<file path="src/rtl/core/mrfc_pkg.sv">
// mrfc_pkg: shared types, constants and the crc-16 byte update for the
// modbus rtu frame checker. no dependencies.
package mrfc_pkg;

  localparam logic [15:0] CRC_POLY      = 16'hA001;
  localparam logic [15:0] CRC_INIT      = 16'hFFFF;
  localparam logic [7:0]  FUNC_READ     = 8'h03;
  localparam logic [7:0]  FUNC_WRITE    = 8'h06;
  localparam logic [7:0]  MIN_LENGTH    = 8'd6;
  localparam logic [7:0]  COUNT_MAX     = 8'd255;
  localparam logic [7:0]  ADDRESS_RESET = 8'h10;

  localparam logic [2:0] STATUS_OK        = 3'd0;
  localparam logic [2:0] STATUS_ADDRESS   = 3'd1;
  localparam logic [2:0] STATUS_CRC       = 3'd2;
  localparam logic [2:0] STATUS_FUNCTION  = 3'd3;
  localparam logic [2:0] STATUS_SHORT     = 3'd4;

  typedef struct packed {
    logic [7:0] data_byte;
    logic       last_byte;
  } in_req_t;

  typedef struct packed {
    logic [2:0]  status;
    logic [7:0]  function_code;
    logic [7:0]  frame_length;
    logic [15:0] threshold_value;
  } out_res_t;

  // one byte of reflected crc, lsb first
  function automatic logic [15:0] crc_byte(input logic [15:0] crc_in,
                                           input logic [7:0] data);
    logic [15:0] crc;
    crc = crc_in ^ {8'h00, data};
    for (int k = 0; k < 8; k++) begin
      if (crc[0]) crc = (crc >> 1) ^ CRC_POLY;
      else        crc = crc >> 1;
    end
    return crc;
  endfunction

endpackage

</file>
<file path="src/rtl/core/modbus_rtu_frame_checker_top.sv">
// modbus_rtu_frame_checker_top: byte-wide modbus rtu request checker with
// running crc, field capture and a registered result. depends on mrfc_pkg.
//
//  channel  | direction | handshake          | payload
//  ---------+-----------+--------------------+-------------------
//  in       | input     | in_valid/in_stall  | mrfc_pkg::in_req_t
//  out      | output    | out_valid/out_stall| mrfc_pkg::out_res_t
//  cfg      | input     | cfg_write          | cfg_data (own address)
//
// one byte is taken per unstalled cycle; the crc byte update and the checks
// settle in the accept cycle and the result register loads in the cycle
// after the final byte. reset is synchronous and returns the address to 0x10.
// a held result stalls the input only while out_stall keeps it in place.
module modbus_rtu_frame_checker_top (
  input  logic                clk,
  input  logic                rst,
  input  logic                in_valid,
  output logic                in_stall,
  input  mrfc_pkg::in_req_t   in_data,
  output logic                out_valid,
  input  logic                out_stall,
  output mrfc_pkg::out_res_t  out_data,
  input  logic                cfg_write,
  input  logic [7:0]          cfg_data
);

  logic [7:0]  own_address;
  logic [15:0] crc_acc;
  logic [7:0]  byte_count;
  logic [7:0]  delay0, delay1;
  logic [7:0]  address_byte, function_byte, value_low, value_high;
  logic [15:0] threshold;

  logic        accept;
  logic [15:0] crc_next;
  logic [7:0]  count_next;
  logic [7:0]  address_next, function_next, low_next, high_next;
  logic [15:0] threshold_next;
  logic [15:0] rx_crc;
  logic [2:0]  status_next;
  logic        write_hit;

  assign in_stall = out_valid && out_stall;
  assign accept   = in_valid && !in_stall;

  always_comb begin
    crc_next      = (byte_count >= 8'd2) ? mrfc_pkg::crc_byte(crc_acc, delay1) : crc_acc;
    count_next    = (byte_count < mrfc_pkg::COUNT_MAX) ? byte_count + 8'd1 : byte_count;
    address_next  = (byte_count == 8'd0) ? in_data.data_byte : address_byte;
    function_next = (byte_count == 8'd1) ? in_data.data_byte : function_byte;
    low_next      = (byte_count == 8'd4) ? in_data.data_byte : value_low;
    high_next     = (byte_count == 8'd5) ? in_data.data_byte : value_high;
    // received crc: low byte came first, so it sits one byte back
    rx_crc        = {in_data.data_byte, delay0};
    write_hit     = 1'b0;
    if (count_next <= mrfc_pkg::MIN_LENGTH)     status_next = mrfc_pkg::STATUS_SHORT;
    else if (rx_crc != crc_next)                status_next = mrfc_pkg::STATUS_CRC;
    else if (address_next != own_address)       status_next = mrfc_pkg::STATUS_ADDRESS;
    else if (function_next == mrfc_pkg::FUNC_READ) status_next = mrfc_pkg::STATUS_OK;
    else if (function_next == mrfc_pkg::FUNC_WRITE) begin
      status_next = mrfc_pkg::STATUS_OK;
      write_hit   = 1'b1;
    end else                                    status_next = mrfc_pkg::STATUS_FUNCTION;
    threshold_next = write_hit ? {high_next, low_next} : threshold;
  end

  always_ff @(posedge clk) begin
    if (rst) begin
      own_address   <= mrfc_pkg::ADDRESS_RESET;
      crc_acc       <= mrfc_pkg::CRC_INIT;
      byte_count    <= '0;
      delay0        <= '0;
      delay1        <= '0;
      address_byte  <= '0;
      function_byte <= '0;
      value_low     <= '0;
      value_high    <= '0;
      threshold     <= '0;
      out_valid     <= 1'b0;
    end else begin
      if (cfg_write) own_address <= cfg_data;
      if (accept && in_data.last_byte) out_valid <= 1'b1;
      else if (out_valid && !out_stall) out_valid <= 1'b0;
      if (accept) begin
        if (in_data.last_byte) begin
          crc_acc       <= mrfc_pkg::CRC_INIT;
          byte_count    <= '0;
          delay0        <= '0;
          delay1        <= '0;
          address_byte  <= '0;
          function_byte <= '0;
          value_low     <= '0;
          value_high    <= '0;
          threshold     <= threshold_next;
        end else begin
          crc_acc       <= crc_next;
          byte_count    <= count_next;
          delay0        <= in_data.data_byte;
          delay1        <= delay0;
          address_byte  <= address_next;
          function_byte <= function_next;
          value_low     <= low_next;
          value_high    <= high_next;
        end
      end
    end
  end

  // result payload, no reset needed
  always_ff @(posedge clk) begin
    if (accept && in_data.last_byte) begin
      out_data.status          <= status_next;
      out_data.function_code   <= function_next;
      out_data.frame_length    <= count_next;
      out_data.threshold_value <= threshold_next;
    end
  end

endmodule

</file>
<file path="config.mk">
export PLATFORM = sky130hd
export DESIGN_NAME = modbus_rtu_frame_checker_top
export DESIGN_NICKNAME = d
export VERILOG_FILES = /design/src/rtl/core/mrfc_pkg.sv /design/src/rtl/core/modbus_rtu_frame_checker_top.sv
export SDC_FILE = /design/constraint.sdc
export NUM_CORES = 1
export LEC_CHECK = 0
export BUFFER_PORTS_ARGS = -buffer_cell sky130_fd_sc_hd__buf_2
export CORE_MARGIN = 1
export CORE_UTILIZATION = 60
export CTS_CLUSTER_DIAMETER = 40
export DETAILED_ROUTE_END_ITERATION = 6
export PLACE_DENSITY = 0.84
export SETUP_SLACK_MARGIN = 0.15
export SYNTH_ARGS = -nofsm -noshare
export SYNTH_HDL_FRONTEND = slang
export SYNTH_SLANG_ARGS = --single-unit
</file>
<file path="constraint.sdc">
create_clock -name clk -period 4.55 [get_ports clk]
set_input_delay 0.91 -clock clk [delete_from_list [all_inputs] [get_ports clk]]
set_output_delay 0.91 -clock clk [all_outputs]
set_load 0.02 [all_outputs]
</file>
==> results of run 1 <==
[flip-flops by register name (all words and copies together) (netlist names)]
name	cells
address_byte	8
value_high	8
own_address	8
function_byte	8
delay1	8
threshold	16
delay0	8
out_data	35
byte_count	8
value_low	8
crc_acc	16
out_valid	1
[synth_stat cells (3+ instances only)]
master and instances:
a21oi_1 23, a22oi_1 40, a31oi_1 3, and2_1 5, buf_6 4, clkbuf_1 44
dfxtp_1 97, edfxtp_1 35, ha_1 5, inv_1 38, mux2_2 23, mux2_4 11
mux2i_1 18, nand2_1 66, nand3_1 11, nand3b_1 9, nand4_1 5, nor2_1 97
nor2b_1 9, nor3_1 29, nor4_1 9, nor4b_1 16, o211ai_1 15, o21ai_0 17
o21ai_1 4, o221ai_1 3, o22ai_1 8, o31ai_1 3, o41a_1 16, or4_1 3
xnor2_1 29, xnor3_1 6, xor2_1 6
[worst max-delay path, cell delays in order (launching register included)]
cell and delay [ps]:
dfxtp_1 390, inv_1 190, ha_1 190, or3b_2 460
or2_1 440, mux2i_1 310, xor2_1 210, nand4_1 140
or4b_1 540, or4_1 460, buf_4 260, mux2_4 320
[power by group through the flow]
stage          Sequential [mW]  Combinational, mW  Clock [mW]
2_1_floorplan             1.29              0.173           0
3_3_place_gp              1.28              0.253           0
3_5_place_dp              1.28              0.259           0
4_1_cts                   1.25              0.261        1.35
5_1_grt                   1.26              0.287        1.40
6_report                  1.25              0.266        1.34
[metrics by stage]
step | setup slack (ps) | utilization [%] | hold slack, ps
after floorplan | 638 | - | 436
after global placement | 518 | 65.9 | 447
after detailed placement | 433 | 65.9 | 452
after CTS | 425 | 71.2 | 460
after global routing | 210 | 71.2 | 498
final | 382 | 71.2 | 462
[per-layer routing]
metal,vias to the layer above,track usage [%],wire [microns]
met3,63,10.1,1670
met5,-,0,0
met1,2888,40.2,7210
met2,310,50.5,8470
met4,0,15.8,677
li1,2785,-,-
[worst paths after layout]
path | startpoint | end | depth (start not counted)
max | byte_count[1] | out_data[15] | 11
min | delay0[5] | delay0[5] | 2
max reg2reg | byte_count[1] | out_data[15] | 11
min reg2reg | delay0[5] | delay0[5] | 2
[final cells by class]
cell class | instances | share of cell area [%]
diodes | 1 | 0.0318
clock buffers | 26 | 6.62
clock inverters | 6 | 0.812
inverters | 38 | 1.81
multi-input cells | 524 | 45.6
flip-flops and latches | 132 | 38.1
well taps | 140 | 2.23
repair buffers | 70 | 4.84
[logic make-up after synthesis]
family                     count (synthesis)  share of synthesized area [%]
AOI/OAI and AO/OA                        150                           15.8
xor gates and xnor gates                  42                           6.61
adders and majority gates                  5                          0.903
buffers and inverters                     89                           5.27
DFF                                      132                           43.2
muxes                                     52                           8.72
and+or+nand+nor                          275                           19.5
==> results.txt, run 1 <==
Ys Warns: 0
Placer Congestion: 0.938
Starting Density: 62.8%
Fmax: 240 MHz
Via count: 6046
Post-CTS Setup Bufs: 0
Die Y: 109 microns
Status: finished clean
Synth area leaders: dfxtp_1, edfxtp_1, nor2_1
Crit Path Class: reg2reg
Multi-input logic area: 3580 sq um
Post-Synthesis Cells: 745
Chip width: 109 microns
Vias in the first global route: 5720
Area of placed instances: 7270 sq um
Count of hold buffers inserted by post-cts repair: 0
Proportion of power drawn by the clock network: 46.9%
Clock root buffer: clkbuf_16
Peak VDD IR: 0.478 mV
Cell variety after synth: 62
Reg power frac: 43.8%
# rows: 38
Register-to-register setup slack: 380 ps
H-tree Lvls: 4
Post-synthesis cell area: 6930 sq um
Synth Register Bits: 132
Power after layout: 2.86 mW
Largest area contributor in the netlist: dfxtp_1
Area grow syn2layout: 13.4%
Syn Nets: 772
Worst Hold Class: reg2reg
Comb power frac: 9.3%
Largest net degree at the start of global routing: 81
Actual slew at the worst max-slew pin: 1100 ps
IO Count: 59
Full die area: 12000 sq um
Avg Vias per Cell: 6.45
Initial DRC Count: 668
P_int: 2.17 mW
Initial antenna violation count: 1
Setup TNS: 0 ps
CTS sink count: 132
Critical Path RT: 4730 ps
Hold Vio Cnt, Final: 0
Arr. time, crit path: 4350 ps
Worst Setup Start Kind: register
Nets: 810
Dpl hpwl: 12.1 mm
Total CTS buffers: 17
GRT Util Overall: 32.2%
DRC: 0
Placed insts: 904
Static Leak: 3.04 nW
Max Cap Violations: 0
Share of cells above drive strength 1: 17.8%
Area taken by flip-flops and latches: 2990 sq um
Core Box Area: 11000 sq um
Global-route wire length before repair: 28.8 mm
Fin cells: 937
Post-cts sizing count: 0
IO buf count: 58
Setup crit end kind: register
Power per cell area: 364 nW/um^2
Routed Antenna Nets: 0
Final period util: 91.6%
RSZ-0062 raised after global routing: no
Slew Viols, Final: 0
CTS tree: built
GRT overflow: 0
Net switching power: 0.695 mW
# fillers: 813
Post-synth EDFFs: 35
Sw Ratio: 24.3%
Post-route cell area: 7860 sq um
Drt wl/cell: 19.2 microns
Tmin final: 4170 ps
Total wire length: 18.0 mm
Setup-failing EPs final: 0
Seq/Total Area, Yosys: 43.2%
Syn_area_per_cell: 9.30 sq um
DR pass1 iterations: 6
Slew headroom: 26.3%
Worst-path clk slew: 60 ps
Post-synth top area share: 28.0%
Most used DFF post-synth: dfxtp_1
Worst Path Max Fanout: 16
Later-pin clock latency in the skew report: 430 ps
Async S/R FF share, synth: 0%
Clock buffer depth: 2
Commonest cells after routing, fill and taps aside: nor2_1, dfxtp_1, nand2_1
Clock Skews: 7.54 ps
(Power assumes the default switching activity.)
==> run 2: changes to the inputs <==
clock period = 4.3 ns   (was 4.55 ns; I/O delays follow)
==> run 2 against run 1 <==
  * Critical endpoint is now out_data[7]
  * First-iteration DRC count shrank 14%
  * Critical path depth stayed put
  * Hold slack improved by 1.4 ps
  * Critical path type unchanged
  * Fmax up 4.8%
  * Non-clock buffer count up 1
==> results.txt, run 2 (synthesis results as in run 1) <==
Status: finished clean
Post-route cell area: 7830 sq um
Total wire length: 18.5 mm
Clock buffer depth: 2
Hold Vio Cnt, Final: 0
Fmax: 251 MHz
GRT overflow: 0
Actual slew at the worst max-slew pin: 1180 ps
Slew headroom: 21.0%
Chip width: 109 microns
Worst Path Max Fanout: 16
Final period util: 92.5%
Register-to-register setup slack: 320 ps
Largest register FFs: 35
Most flop-heavy register: out_data
RSZ-0062 raised after global routing: no
Dpl hpwl: 12.2 mm
Worst reg2reg path depth: 11
CTS tree: built
Biggest registers after layout: out_data: 35 flops, crc_acc: 16 flops, threshold: 16 flops
CP startpoint: byte_count[1]
Static Leak: 3.03 nW
Post-CTS Setup Bufs: 0
Routed Antenna Nets: 0
Metal3 WL: 1.45 mm
CTS sink count: 132
DR pass1 iterations: 7
H-tree Lvls: 4
Later-pin clock latency in the skew report: 420 ps
Initial DRC Count: 574
Initial antenna violation count: 0
Worst r2r dst: out_data[7]
Via count: 5985
Vias in the first global route: 5586
Total CTS buffers: 17
Met2 WL: 8.71 mm
Clock Skews: 7.82 ps
Critical Path Sink: out_data[7]
GRT Util Overall: 32.3%
Power per cell area: 379 nW/um^2
Core Box Area: 11000 sq um
Worst r2r src: byte_count[1]
DRC: 0
Tmin final: 3980 ps
Top Metal Used: met4
# fillers: 815
Antenna fix cells: 0
Worst Setup Start Kind: register
Starting Density: 62.8%
Die Y: 109 microns
Wl on met1: 7.64 mm
Placer Congestion: 0.961
Max Cap Violations: 0
Setup TNS: 0 ps
Slew Viols, Final: 0
IO buf count: 58
Area grow syn2layout: 13.0%
Setup-failing EPs final: 0
Share of cells above drive strength 1: 18.3%
Nets: 811
Area of placed instances: 7280 sq um
Hold Startpoint: delay0[5]
Crit Path Class: reg2reg
Critical Path RT: 4470 ps
Worst Hold Class: reg2reg
IO Count: 59
Full die area: 12000 sq um
Clock root buffer: clkbuf_16
Arr. time, crit path: 4150 ps
Worst hold path cell count: 2
Worst-path clk slew: 60 ps
# rows: 38
Drt wl/cell: 19.7 microns
Commonest cells after routing, fill and taps aside: nor2_1, dfxtp_1, nand2_1
Setup crit end kind: register
Largest net degree at the start of global routing: 81
Avg Vias per Cell: 6.39
Peak VDD IR: 0.277 mV
Global-route wire length before repair: 28.9 mm
run 2: worst max-delay path, stage by stage (launching register included):
cell and delay (ps):
dfxtp_1 390, inv_1 180, ha_1 180, or3b_2 470
or2_4 330, mux2_4 320, a22oi_2 130, nand4_1 130
or4b_1 560, or4_1 440, buf_4 250, mux2_4 330
run 2: cell type report:
type                    instances  area [sq um]  area share [%]
multi-input cells             524          3580            45.8
inverters                      38           143            1.82
clock buffers                  20           447            5.70
repair buffers                 71           388            4.95
clock inverters                12           103            1.31
flip-flops and latches        132          2990            38.2
well taps                     140           175            2.24
run 2: what timing repair did:
action,CTS,global route
resized for setup,0,2
hold buffers,0,0
endpoints found under the setup margin,0,16
run 2: how the worst min path moves through the flow:
stage / to / slack [ps]
floorplan: delay0[5] / 440
global placement: delay0[5] / 450
detailed placement: delay0[5] / 450
CTS: delay0[5] / 460
global route: delay0[5] / 470
finish: delay0[5] / 460
run 2: metal layers:
layer  GRT usage (%)  vias up
met3            7.29       68
met5               0        -
met1            41.4     2831
met4            14.9        0
met2            51.8      306
li1                -     2780
run 2: per-stage QoR:
stage	hold WS [ps]	power (mW)	setup slack [ps]	utilization, %	std cells
6_report	463	2.97	323	71.0	937
5_1_grt	471	3.05	200	71.0	937
4_1_cts	462	2.97	181	71.0	937
3_5_place_dp	453	1.63	198	66.0	905
3_3_place_gp	446	1.62	322	66.0	905
2_1_floorplan	436	1.54	438	-	745
run 2: power by group:
group	switching [mW]	internal (mW)	total [mW]	leakage, nW
combinational	0.186	0.0978	0.284	1.64
sequential	0.0220	1.30	1.33	1.12
clock	0.552	0.809	1.36	0.272
total	0.760	2.21	2.97	3.03
==> run 3: changes to the inputs <==
ABC_AREA = 1   (was default)
==> run 3 against run 2 <==
  * Cell count increased by 19%
  * Worst setup slack improved by 610 ps
  * Non-clock buffer count decreased by 8
  * Critical endpoint is now out_data[10]
  * Clock skew increased by 3.2 ps
  * Clock power decreased by 6%
  * Sequential power about the same
  * Sequential share of layout area increased by 1.4 points
  * Synthesized cell count increased by 23%
  * Fmax increased by 18%
  * Largest power group is now sequential cells
  * Via count increased by 1.2%
  * Critical path depth increased by 7
  * Register-to-register slack improved by 610 ps
==> results.txt, run 3 <==
Post-Place Worst Slack: 1060 ps
Critical path's slowest cell: nor2_4
Initial DRC Count: 445
Static Leak: 3.37 nW
Post-cts sizing count: 0
Arr. time, crit path: 3780 ps
Adder-cell share of the synthesized area: 0.934%
Fin cells: 1115
Placer Congestion: 0.892
Compound-Gate Fraction of Synth Area: 9.99%
IO buf count: 58
Worst Hold Class: reg2reg
Placed insts: 1083
Final period util: 78.4%
Chip width: 108 microns
Worst Path Max Fanout: 25
Avg Vias per Cell: 5.43
Most frequent cell after synthesis: nand2_1
Hold Startpoint: threshold[2]
Status: finished clean
Full die area: 11600 sq um
Most flop-heavy register: out_data
Post-synth EDFFs: 35
Clock root buffer: clkbuf_8
H-tree Lvls: 4
IO Count: 59
# rows: 38
Commonest cells after routing, fill and taps aside: nand2_1, dfxtp_1, inv_1
Crit-path cells: inv_1 > ha_1 > nor2_1 > nand2_2 > nor2_4 > nand2_1 > nand3_1 > nand3_1 > nor2_1 > nand2_1 > nor2_1 > nand2_1 > nor2_2 > nand3_2 > nor2_8 > nand3_4 > nand2_1 > and2_1
CTS tree: built
Nets: 989
Routed Antenna Nets: 0
Ys Warns: 0
Power after layout: 2.93 mW
Core Box Area: 10800 sq um
CTS sink count: 132
CP startpoint: byte_count[0]
Initial antenna violation count: 0
Fmax: 297 MHz
Mux contribution to synthesized area: 0%
Drt wl/cell: 13.9 microns
Total CTS buffers: 17
CP dominant cell by count: nand2_1
Final core utilization: 69.7%
Most common cell after layout, fill and taps aside: nand2_1
Critical Path RT: 4710 ps
Worst Setup Start Kind: register
Later-pin clock latency in the skew report: 540 ps
GRT Util Overall: 28.6%
Setup TNS: 0 ps
Biggest registers after layout: out_data: 35 flops, crc_acc: 16 flops, threshold: 16 flops
Crit Path Class: reg2reg
Slew Viols, Final: 0
Simple-gate share of the synthesized area: 35.0%
Seq/Total Area, Yosys: 44.7%
Most used DFF post-synth: dfxtp_1
XOR/XNOR Fraction of Synth Area: 1.83%
Synth Register Bits: 132
Largest net degree at the start of global routing: 58
DR pass1 iterations: 5
Starting Density: 61.8%
Max Cap Violations: 0
Antenna fix cells: 0
DRC: 0
Die Y: 108 microns
CP top delay family: simple AND/OR/NAND/NOR gates
Vias in the first global route: 5475
Hold Vio Cnt, Final: 0
Max stage delay on crit path: 440 ps
Cell variety after synth: 34
Setup ws final: 930 ps
Clock buffer depth: 2
Post-route cell area: 7560 sq um
Final hold slack: 454 ps
Post-synthesis cell area: 6700 sq um
Synth cell count leaders: nand2_1, dfxtp_1, inv_1, a21oi_1, nand3_1
Largest area contributor in the netlist: dfxtp_1
Syn Nets: 942
Power per cell area: 387 nW/um^2
GRT overflow: 0
Syn_area_per_cell: 7.32 sq um
Via count: 6058
Setup-failing EPs final: 0
Buf/Inv on CP: 1
Actual slew at the worst max-slew pin: 986 ps
Area grow syn2layout: 12.9%
Slew headroom: 34.0%
Area of placed instances: 7030 sq um
Worst-path clk slew: 60 ps
Largest family of logic cells by synthesized area: simple AND/OR/NAND/NOR gates
Peak VDD IR: 0.275 mV
Synth area leaders: dfxtp_1, nand2_1, edfxtp_1
Async S/R FF share, synth: 0%
Global-route wire length before repair: 25.5 mm
Post-CTS Setup Bufs: 0
Clock Skews: 11.0 ps
RSZ-0062 raised after global routing: no
Post-synth top area share: 29.0%
Dpl hpwl: 10.1 mm
Share of cells above drive strength 1: 15.1%
Worst r2r src: byte_count[0]
Largest register FFs: 35
Total wire length: 15.5 mm
Setup crit end kind: register
Count of hold buffers inserted by post-cts repair: 0
Post-Synthesis Cells: 915
Tmin final: 3370 ps
run 3: worst paths after layout:
kind / cells after the start / endpoint / slack [ps]
worst max-delay path: 18 / out_data[10] / 930
worst min-delay path: 2 / threshold[2] / 450
worst max register to register: 18 / out_data[10] / 930
worst min register to register: 2 / threshold[2] / 450
run 3: cells by family after synthesis:
family                     Yosys count
adders and majority gates            5
AOI/OAI and AO/OA                  125
buffers and inverters              122
xor gates and xnor gates            14
DFF                                132
and+or+nand+nor                    517
run 3: tightest hold or removal path, stage by stage, from the launching register on:
cell and delay, ps:
dfxtp_1 310, nand2_1 60, nand2_1 50
run 3: cell type report:
type	count	area, sq um
well taps	140	175
multi-input cells	661	3210
clock inverters	8	52.6
clock buffers	24	472
repair buffers	63	328
flip-flops and latches	132	2990
inverters	87	327
fillers	892	3280
run 3: power breakdown:
part	internal (mW)	switching [mW]
registers	1.31	0.0227
logic	0.0925	0.215
clock network	0.755	0.526
total	2.16	0.764
run 3: routing by layer:
metal,global-route usage [%],part of all wire [%]
met5,0,0
met4,12.9,2.3
met3,5.99,5.9
met2,47.2,48
met1,36.1,44
